### src/sv/sdpd_pkg.sv
// Shared types and protocol constants for the sensor data packet deframer.
`default_nettype none

package sdpd_pkg;

  // Frame bytes
  localparam logic [7:0] SYNC_BYTE0  = 8'hEF;
  localparam logic [7:0] SYNC_BYTE1  = 8'h01;
  localparam logic [7:0] ID_DATA     = 8'h02;
  localparam logic [7:0] ID_END      = 8'h08;
  localparam logic [7:0] ADDR_RESET  = 8'hFF;

  localparam int unsigned WIDX_W = 10;

  // Result kinds
  localparam logic KIND_PAYLOAD = 1'b0;
  localparam logic KIND_STATUS  = 1'b1;

  typedef struct packed {
    logic              result_kind;
    logic [7:0]        payload_byte;
    logic [WIDX_W-1:0] write_index;
    logic              checksum_ok;
    logic              final_packet;
    logic              overflow;
  } result_t;

endpackage

`default_nettype wire

### src/sv/sensor_data_packet_deframer_unit.sv
// A byte waits in the input register until parsed; any result it yields is registered.
// Throughput: one byte per cycle unless output stalls; parser step between two registers.
// Bytes that produce no result (header, id, length, sum high, dropped payload) leave nothing.
// Reset: asynchronous, active low; parser hunts for the first sync byte, counters clear,
// module address returns to all ones. No clearing pass; the block is ready right after reset.
`default_nettype none

module sensor_data_packet_deframer_unit import sdpd_pkg::*; #(
  parameter int unsigned STORE_DEPTH = 1024
) (
  input  wire logic        clk_i,
  input  wire logic        rst_ni,
  // Byte input channel
  input  wire logic        in_valid_i,
  output logic             in_stall_o,
  input  wire logic [7:0]  rx_byte_i,
  // Result output channel
  output logic             out_valid_o,
  input  wire logic        out_stall_i,
  output logic             result_kind_o,
  output logic [7:0]       payload_byte_o,
  output logic [9:0]       write_index_o,
  output logic             checksum_ok_o,
  output logic             final_packet_o,
  output logic             overflow_o,
  // Configuration: module address
  input  wire logic        cfg_we_i,
  input  wire logic [31:0] cfg_wdata_i
);

  logic        in_vld_q, in_vld_d;
  logic [7:0]  byte_q;
  logic [31:0] addr_q;
  logic        in_accept;
  logic        fire;
  logic        out_free;
  logic        res_vld;
  result_t     res;
  result_t     out_res;

  // Module address register
  always_ff @(posedge clk_i or negedge rst_ni) begin
    if (!rst_ni) begin
      addr_q <= {4{ADDR_RESET}};
    end else if (cfg_we_i) begin
      addr_q <= cfg_wdata_i;
    end
  end

  // Parse the held byte whenever the result register can take whatever it yields
  assign fire       = in_vld_q && out_free;
  assign in_stall_o = in_vld_q && !fire;
  assign in_accept  = in_valid_i && !in_stall_o;

  always_comb begin
    in_vld_d = in_vld_q;
    if (in_accept) begin
      in_vld_d = 1'b1;
    end else if (fire) begin
      in_vld_d = 1'b0;
    end
  end

  always_ff @(posedge clk_i or negedge rst_ni) begin
    if (!rst_ni) begin
      in_vld_q <= 1'b0;
    end else begin
      in_vld_q <= in_vld_d;
    end
  end

  // Hold the byte until it is parsed
  always_ff @(posedge clk_i) begin
    if (in_accept) begin
      byte_q <= rx_byte_i;
    end
  end

  sdpd_parser #(
    .STORE_DEPTH (STORE_DEPTH)
  ) u_parser (
    .clk_i            (clk_i),
    .rst_ni           (rst_ni),
    .fire_i           (fire),
    .rx_byte_i        (byte_q),
    .module_address_i (addr_q),
    .res_vld_o        (res_vld),
    .res_o            (res)
  );

  sdpd_out_stage u_out (
    .clk_i   (clk_i),
    .rst_ni  (rst_ni),
    .load_i  (fire && res_vld),
    .res_i   (res),
    .stall_i (out_stall_i),
    .free_o  (out_free),
    .valid_o (out_valid_o),
    .res_o   (out_res)
  );

  assign result_kind_o  = out_res.result_kind;
  assign payload_byte_o = out_res.payload_byte;
  assign write_index_o  = out_res.write_index;
  assign checksum_ok_o  = out_res.checksum_ok;
  assign final_packet_o = out_res.final_packet;
  assign overflow_o     = out_res.overflow;

endmodule

`default_nettype wire

### src/sv/sdpd_parser.sv
// Frame parser: header hunt, id/length decode, payload indexing and checksum.
`default_nettype none

module sdpd_parser import sdpd_pkg::*; #(
  parameter int unsigned STORE_DEPTH = 1024
) (
  input  wire logic        clk_i,
  input  wire logic        rst_ni,
  input  wire logic        fire_i,
  input  wire logic [7:0]  rx_byte_i,
  input  wire logic [31:0] module_address_i,
  output logic             res_vld_o,
  output result_t          res_o
);

  localparam int unsigned IDX_W = $clog2(STORE_DEPTH + 1);
  localparam int unsigned EXT_W = (IDX_W > WIDX_W) ? IDX_W : WIDX_W;

  typedef enum logic [11:0] {
    PH_HUNT  = 12'b0000_0000_0001,
    PH_SYNC2 = 12'b0000_0000_0010,
    PH_ADDR0 = 12'b0000_0000_0100,
    PH_ADDR1 = 12'b0000_0000_1000,
    PH_ADDR2 = 12'b0000_0001_0000,
    PH_ADDR3 = 12'b0000_0010_0000,
    PH_ID    = 12'b0000_0100_0000,
    PH_LENHI = 12'b0000_1000_0000,
    PH_LENLO = 12'b0001_0000_0000,
    PH_DATA  = 12'b0010_0000_0000,
    PH_SUMHI = 12'b0100_0000_0000,
    PH_SUMLO = 12'b1000_0000_0000
  } phase_e;

  phase_e            phase_q, phase_d;
  logic [7:0]        len_hi_q, len_hi_d;
  logic [15:0]       remain_q, remain_d;
  logic [15:0]       sum_q, sum_d;
  logic [7:0]        sum_hi_q, sum_hi_d;
  logic [IDX_W-1:0]  idx_q, idx_d;
  logic              end_seen_q, end_seen_d;
  logic              ovf_seen_q, ovf_seen_d;

  logic [15:0]       len_full;
  logic [15:0]       remain_dec;
  logic [EXT_W-1:0]  idx_ext;
  phase_e            restart;

  assign len_full   = {len_hi_q, rx_byte_i};
  assign remain_dec = remain_q - 16'd1;
  assign idx_ext    = EXT_W'(idx_q);
  assign restart    = (rx_byte_i == SYNC_BYTE0) ? PH_SYNC2 : PH_HUNT;

  always_comb begin
    phase_d    = phase_q;
    len_hi_d   = len_hi_q;
    remain_d   = remain_q;
    sum_d      = sum_q;
    sum_hi_d   = sum_hi_q;
    idx_d      = idx_q;
    end_seen_d = end_seen_q;
    ovf_seen_d = ovf_seen_q;
    res_vld_o  = 1'b0;
    res_o      = '0;

    unique case (phase_q)
      PH_HUNT:  phase_d = restart;
      PH_SYNC2: phase_d = (rx_byte_i == SYNC_BYTE1) ? PH_ADDR0 : restart;
      PH_ADDR0: phase_d = (rx_byte_i == module_address_i[31:24]) ? PH_ADDR1 : restart;
      PH_ADDR1: phase_d = (rx_byte_i == module_address_i[23:16]) ? PH_ADDR2 : restart;
      PH_ADDR2: phase_d = (rx_byte_i == module_address_i[15:8])  ? PH_ADDR3 : restart;
      PH_ADDR3: phase_d = (rx_byte_i == module_address_i[7:0])   ? PH_ID    : restart;
      PH_ID: begin
        if (rx_byte_i == ID_DATA || rx_byte_i == ID_END) begin
          end_seen_d = (rx_byte_i == ID_END);
          sum_d      = {8'd0, rx_byte_i};
          phase_d    = PH_LENHI;
        end else begin
          phase_d = PH_HUNT;
        end
      end
      PH_LENHI: begin
        len_hi_d = rx_byte_i;
        sum_d    = sum_q + {8'd0, rx_byte_i};
        phase_d  = PH_LENLO;
      end
      PH_LENLO: begin
        sum_d    = sum_q + {8'd0, rx_byte_i};
        remain_d = (len_full >= 16'd2) ? (len_full - 16'd2) : 16'd0;
        phase_d  = (len_full > 16'd2) ? PH_DATA : PH_SUMHI;
      end
      PH_DATA: begin
        sum_d    = sum_q + {8'd0, rx_byte_i};
        remain_d = remain_dec;
        if (idx_q < IDX_W'(STORE_DEPTH)) begin
          res_vld_o          = 1'b1;
          res_o.result_kind  = KIND_PAYLOAD;
          res_o.payload_byte = rx_byte_i;
          res_o.write_index  = idx_ext[WIDX_W-1:0];
          res_o.overflow     = ovf_seen_q;
          idx_d              = idx_q + IDX_W'(1);
        end else begin
          ovf_seen_d = 1'b1;
        end
        if (remain_dec == 16'd0) begin
          phase_d = PH_SUMHI;
        end
      end
      PH_SUMHI: begin
        sum_hi_d = rx_byte_i;
        phase_d  = PH_SUMLO;
      end
      PH_SUMLO: begin
        res_vld_o          = 1'b1;
        res_o.result_kind  = KIND_STATUS;
        res_o.checksum_ok  = ({sum_hi_q, rx_byte_i} == sum_q);
        res_o.final_packet = end_seen_q;
        res_o.overflow     = ovf_seen_q;
        if (end_seen_q) begin
          idx_d      = '0;
          ovf_seen_d = 1'b0;
        end
        end_seen_d = 1'b0;
        phase_d    = PH_HUNT;
      end
      default: phase_d = restart;
    endcase
  end

  always_ff @(posedge clk_i or negedge rst_ni) begin
    if (!rst_ni) begin
      phase_q    <= PH_HUNT;
      len_hi_q   <= '0;
      remain_q   <= '0;
      sum_q      <= '0;
      sum_hi_q   <= '0;
      idx_q      <= '0;
      end_seen_q <= 1'b0;
      ovf_seen_q <= 1'b0;
    end else if (fire_i) begin
      phase_q    <= phase_d;
      len_hi_q   <= len_hi_d;
      remain_q   <= remain_d;
      sum_q      <= sum_d;
      sum_hi_q   <= sum_hi_d;
      idx_q      <= idx_d;
      end_seen_q <= end_seen_d;
      ovf_seen_q <= ovf_seen_d;
    end
  end

endmodule

`default_nettype wire

### src/sv/sdpd_out_stage.sv
// Result register between the parser and the output channel.
`default_nettype none

module sdpd_out_stage import sdpd_pkg::*; (
  input  wire logic     clk_i,
  input  wire logic     rst_ni,
  input  wire logic     load_i,
  input  wire result_t  res_i,
  input  wire logic     stall_i,
  output logic          free_o,
  output logic          valid_o,
  output result_t       res_o
);

  logic    vld_q, vld_d;
  result_t res_q;

  // Register can take a new result when empty or when its content leaves now
  assign free_o = !vld_q || !stall_i;

  always_comb begin
    vld_d = vld_q;
    if (load_i) begin
      vld_d = 1'b1;
    end else if (vld_q && !stall_i) begin
      vld_d = 1'b0;
    end
  end

  always_ff @(posedge clk_i or negedge rst_ni) begin
    if (!rst_ni) begin
      vld_q <= 1'b0;
    end else begin
      vld_q <= vld_d;
    end
  end

  always_ff @(posedge clk_i) begin
    if (load_i) begin
      res_q <= res_i;
    end
  end

  assign valid_o = vld_q;
  assign res_o   = res_q;

endmodule

`default_nettype wire

### config.mk
export PLATFORM = sky130hd
export DESIGN_NAME = sensor_data_packet_deframer_unit
export DESIGN_NICKNAME = d
export VERILOG_FILES = /design/src/sv/sdpd_pkg.sv /design/src/sv/sensor_data_packet_deframer_unit.sv /design/src/sv/sdpd_parser.sv /design/src/sv/sdpd_out_stage.sv
export SDC_FILE = /design/constraint.sdc
export NUM_CORES = 1
export LEC_CHECK = 0
export ABC_AREA = 1
export BUFFER_PORTS_ARGS = -buffer_cell sky130_fd_sc_hd__buf_2
export CAP_MARGIN = 20
export CORE_MARGIN = 2
export CORE_UTILIZATION = 65
export CTS_CLUSTER_DIAMETER = 40
export DETAILED_ROUTE_END_ITERATION = 8
export HOLD_SLACK_MARGIN = 0.05
export PLACE_DENSITY_LB_ADDON = 0.25
export SLEW_MARGIN = 20
export SYNTH_ARGS = -nofsm -noshare
export SYNTH_HDL_FRONTEND = slang
export SYNTH_SLANG_ARGS = --single-unit
export TNS_END_PERCENT = 1
### constraint.sdc
create_clock -name clk_i -period 7 [get_ports clk_i]
set_input_delay 0 -clock clk_i [delete_from_list [all_inputs] [get_ports clk_i]]
set_output_delay 0 -clock clk_i [all_outputs]
set_load 0.03 [all_outputs]
# Yosys cells after proc, flatten, opt, wreduce, memory -nomap -nowiden
# Index checks and enable logic that the tools add are counted.
# totals
ff_bits	137
latch_bits	0
ramBits	0
mem_bits_ro	0
inputBits	45
out_inout_bits	24
word_cells	109
memories	0
# classes
n_addsub	4
mul	0
n_div	0
order_cmp	3
n_eq_ne	25
n_shift	0
muxes	31
bitwise_logic	0
reduce_logical	28
# ops
op	n
$pmux 12 s11	1
$mux 12	6
$pmux 16 s2	2
$mux 11	3
$eq 8x8->1	4
$mux 16	2
$pmux 11 s2	1
$add 16x8->16	1
$eq 16x16->1	1
$ge 16x2->1 const B	1
$gt 16x2->1 const B	1
$logic_not 16->1	1
$sub 16x1->16 const B	1
$sub 16x2->16 const B	1
$eq 12x10->1 const B	1
$eq 12x11->1 const B	1
$eq 12x12->1 const B	1
$eq 12x2->1 const B	1
$eq 12x3->1 const B	1
$eq 12x4->1 const B	1
$eq 12x5->1 const B	1
$eq 12x6->1 const B	1
$eq 12x7->1 const B	1
$eq 12x8->1 const B	1
other kinds (21)	55

# Longest topological paths before layout
# logic_depth
word_depth	8
mapped_depth	16
mapped_depth_nobuf	15

# Modules after synthesis
# From an unflattened synthesis, not the netlist that was laid out.
# hier_totals
hier_cells	1027
area_unflattened_um2	8369.3
# by_module_without_submodules
mod	n_inst	cells_per_inst	area_each_um2	seq_area_each_um2
sdpd_parser	1	847	5908.2	1828.0
sensor_data_packet_deframer_unit	1	154	1759.2	1106.1
sdpd_out_stage	1	26	701.9	685.7

# Least setup slack after synthesis
# Ideal clock, no wire load.
# synth_timing
path_kind	reg2reg
startpoint	register u_parser.phase_q[7]
endpoint	register u_out.res_q (netlist bit u_out.res_o[0]) (enable)
setup_ps	401
arrival_ps	2135
required_time_ps	6599
setup_slack_ps	4465
path_stages_with_launch	10
path_buffers	0
period_less_slack_ps	2535
cell_sequence	dfrtp_1 nor2_4 nand3_4 nor2_8 nand2_2 nor2_1 inv_1 nand2_1 inv_1 nor2_1
# synth_between
elab_chain_len	3
elab_cells_between_ends	4
classes_between	eq/ne (2); mux (1); reduce/logical (1)
# synth_rtl
element	line	rtl
from (decl)	sdpd_parser.sv:34	phase_e phase_q, phase_d;
from (signal assigned)	sdpd_parser.sv:140	phase_q <= phase_d;
$eq 12x12->1 / $eq 12x10->1 (equally long branches)	sdpd_parser.sv:65	unique case (phase_q)
$pmux 1 s2 *	sdpd_parser.sv:65	
$logic_and 1x1->1 *	sensor_data_packet_deframer_unit.sv:94	.load_i (fire && res_vld),
via u_out.load_i	sdpd_out_stage.sv:7	input wire logic load_i,
to (signal assigned)	sdpd_out_stage.sv:40	res_q <= res_i;
to (decl)	sdpd_out_stage.sv:16	result_t res_q;
# The timed path passes the listed nets; every way through them passes the cells marked *.
# A chain may end at the register's enable or synchronous reset.

# Final worst setup path
# layout_timing
startpoint	register u_parser.phase_q[4]
endpoint	register u_out.res_q (netlist bit u_out.res_o[5]) (enable)
# The elaborated chain is that of the path after synthesis.

==> run metrics <==
Switching Power roughly 0.47 mW; Vias 7615; Primary FF master, synth dfrtp_1; Clock Tree Buf Depth 2; Site Rows 40; chip height 115 microns; Combinational Power Share 7.6%; worst setup path class flip-flop to flip-flop; Die ar. between 10000 and 15000 sq um; via/cell ratio 5.86; Clk Latency, worst-skew pair 0.43 ns; Worst slew margin 33.6%; Max Slew Vio Count 0; Max Cap Viol 0; clock skew between 0.005 and 0.006 ns; end-of-flow core utilization 78.6%; Cell Area, Placed 8440 sq um; Power Internal 1.51 mW; Final nets approximately 1200; share of cells above drive strength 1 between 10% and 20%; ys async rst share 78.1%; initial antenna violation count 0; sequential area share after synthesis 44.9%; f_max 356 MHz; first-pass GRT wire length 36.6 mm; most frequent cells in the layout nand2_1 (243), inv_1 (107), nor2_1 (106), o21ai_0 (78), dfrtp_1 (74); Post-synth EDFFs 30; Hold Violations, Final 0; Syn Area/Cell 7.92 sq um; DRC 0; period utilization 40.1%; 1st-pass router iterations 6; worst hold path type input pin to async pin; Worst-path clk slew 0.06 ns; H-tree depth 4; Pwr Density 208 nW/um^2; dpl cells 1224; GR Overflow Total 0; vias in the first global route 7477; unrepaired setup endpoints after global routing no; Synth Register Bits 137; # Post-CTS Setup Buffers 0; leading area contributor after synthesis dfrtp_1; final instance area 9480 sq um; Worst setup EP type flip-flop; power share of the clock group around 48%; Num CTS Buffers 17; mapped cell area 8070 sq um; synth-to-layout area growth 17.5%; Yosys cell types 49; GPL Wtd Cong around 0.97; # port buffers 68; I/O pins 69; Sequential Power Share between 40 and 50%; synth top area cells dfrtp_1 (23%), nand2_1 (11%), edfxtp_1 (11%); final setup fails 0; fin cells 1299; slew at the pin closest to its max-slew limit between 0.9 and 1 ns; Die Wd 115 microns; commonest non-fill, non-tap cell in the layout nand2_1; CTS sink cnt 137; Synthesized Nets 1076; static leakage 4.52 nW; total power 1.97 mW; Syn Inst Count 1018; Net Sw Frac 23.6%; Warnings, synthesis 0; outcome complete, no violations; Req. time, crit path between 7 and 8 ns; CTS tree built; starting density of the core approximately two thirds; largest net degree at the start of global routing 65; type of origin of the critical path flip-flop; Final HPWL DP 14.2 mm; CP arrival ~2.9 ns; post-synth top area share 23.0%; routed wire length about 23 mm; Final min period around 2.8 ns; Peak VDD IR 0.198 mV; Crit Path Max Fanout 22; WL per Instance about 17 microns; Detail Route Antenna Nets 0; CTS Root Buffer Type clkbuf_16; Total GRT Usage 35.9%; core area between 10000 and 15000 sq um; initial DRC count 947; Final TNS setup 0 ns; antenna cells 0
==> synth_stat cells, types with 12 or more instances <==
cell type	n
dfstp_2	33
edfxtp_1	30
nand3_1	71
nand4_1	22
inv_1	107
xnor2_1	15
xor2_1	31
inv_2	12
nor3_1	21
nor2_1	107
dfrtp_1	74
a21oi_1	30
o21ai_0	78
ha_1	12
nor2_2	15
mux2_2	12
nand2_1	243
buf_2	12
==> logic make-up (layout without fill, tap and decap cells) <==
kind of cell | after synthesis | count (layout) | synth area share (%)
flip-flops | 137 | 137 | 44.9
AO/OA/AOI/OAI | 140 | 140 | 9.45
multiplexers | 12 | 12 | 1.68
adder cells (fa/ha/maj) | 13 | 13 | 2.11
AND/OR/NAND/NOR | 516 | 516 | 28.8
XOR/XNOR | 46 | 46 | 4.99
buffers and inverters | 154 | 267 | 8.13
==> flip-flops by register name, indices dropped and copies added (netlist names) <==
name                 cells
u_out.valid_o            1
u_parser.len_hi_q        8
addr_q                  32
u_parser.ovf_seen_q      1
u_parser.sum_hi_q        8
u_parser.idx_ext        11
in_vld_q                 1
u_parser.end_seen_q      1
u_out.res_o             22
byte_q                   8
u_parser.remain_q       16
u_parser.sum_q          16
u_parser.phase_q        12
==> stage by stage <==
step	hold WS [ns]	worst slack (ns)
floorplan	-0.296	4.46
global placement	0.0326	4.32
detailed placement	0.0375	4.25
CTS	0.129	4.22
global route	0.166	3.91
finish	0.116	4.19
==> area by class of cell <==
type / instances / area, sq um
clock buffer: 20 / 437
clock inverter: 12 / 174
fill: 760 / 2580
inverter: 123 / 464
multi-input combinational: 727 / 3790
sequential: 137 / 3620
tap: 168 / 210
timing repair buffer: 112 / 781
==> path summary, 6_finish.rpt <==
check / endpoint / start / slack, ns / depth (start not counted)
max: u_out.res_o[5]$_SDFFCE_PN0P_ / u_parser.phase_q[4]$_DFFE_PN0P_ / 4.19 / 9
min: u_parser.sum_q[5]$_DFFE_PN0P_ / rst_ni / 0.12 / 2
max reg2reg: u_out.res_o[5]$_SDFFCE_PN0P_ / u_parser.phase_q[4]$_DFFE_PN0P_ / 4.19 / 9
min reg2reg: u_parser.sum_q[5]$_DFFE_PN0P_ / u_parser.sum_q[5]$_DFFE_PN0P_ / 0.48 / 2
max in group asynchronous: u_parser.idx_ext[0]$_DFFE_PN0P_ / rst_ni / 5.66 / 3
min in group clk_i: addr_q[7]$_DFFE_PN1P_ / cfg_we_i / 0.18 / 3
==> power groups by stage <==
stage / Clock (mW) / Combinational (mW) / Sequential (mW)
after floorplan: 0 / 0.0867 / 0.872
after global placement: 0 / 0.118 / 0.884
after detailed placement: 0 / 0.121 / 0.885
after CTS: 0.947 / 0.140 / 0.871
after global routing: 0.988 / 0.164 / 0.875
final: 0.946 / 0.150 / 0.874
==> metal layers <==
layer / GRT usage, % / part of all wire [%]
met1: 44.7 / 39
met2: 58.3 / 48
met3: 9.49 / 9.1
met4: 17.4 / 4.6
met5: 0 / 0
==> worst max-delay path, stage by stage (launching register included) <==
cell and delay, ns:
dfrtp_1 0.42, inv_1 0.16, nand3_4 0.14, nor2_8 0.17, nand2_2 0.17, nor2_1 0.13
inv_1 0.24, nand2_1 0.16, inv_1 0.08, nor2_2 0.75
==> what timing repair did <==
action | 4_1_cts | 5_1_grt
resized for setup | 0 | 0
hold buffers | 43 | 0
hold endpoints to repair | 85 | 0
No activity file was read; power rests on OpenSTA's default activity.
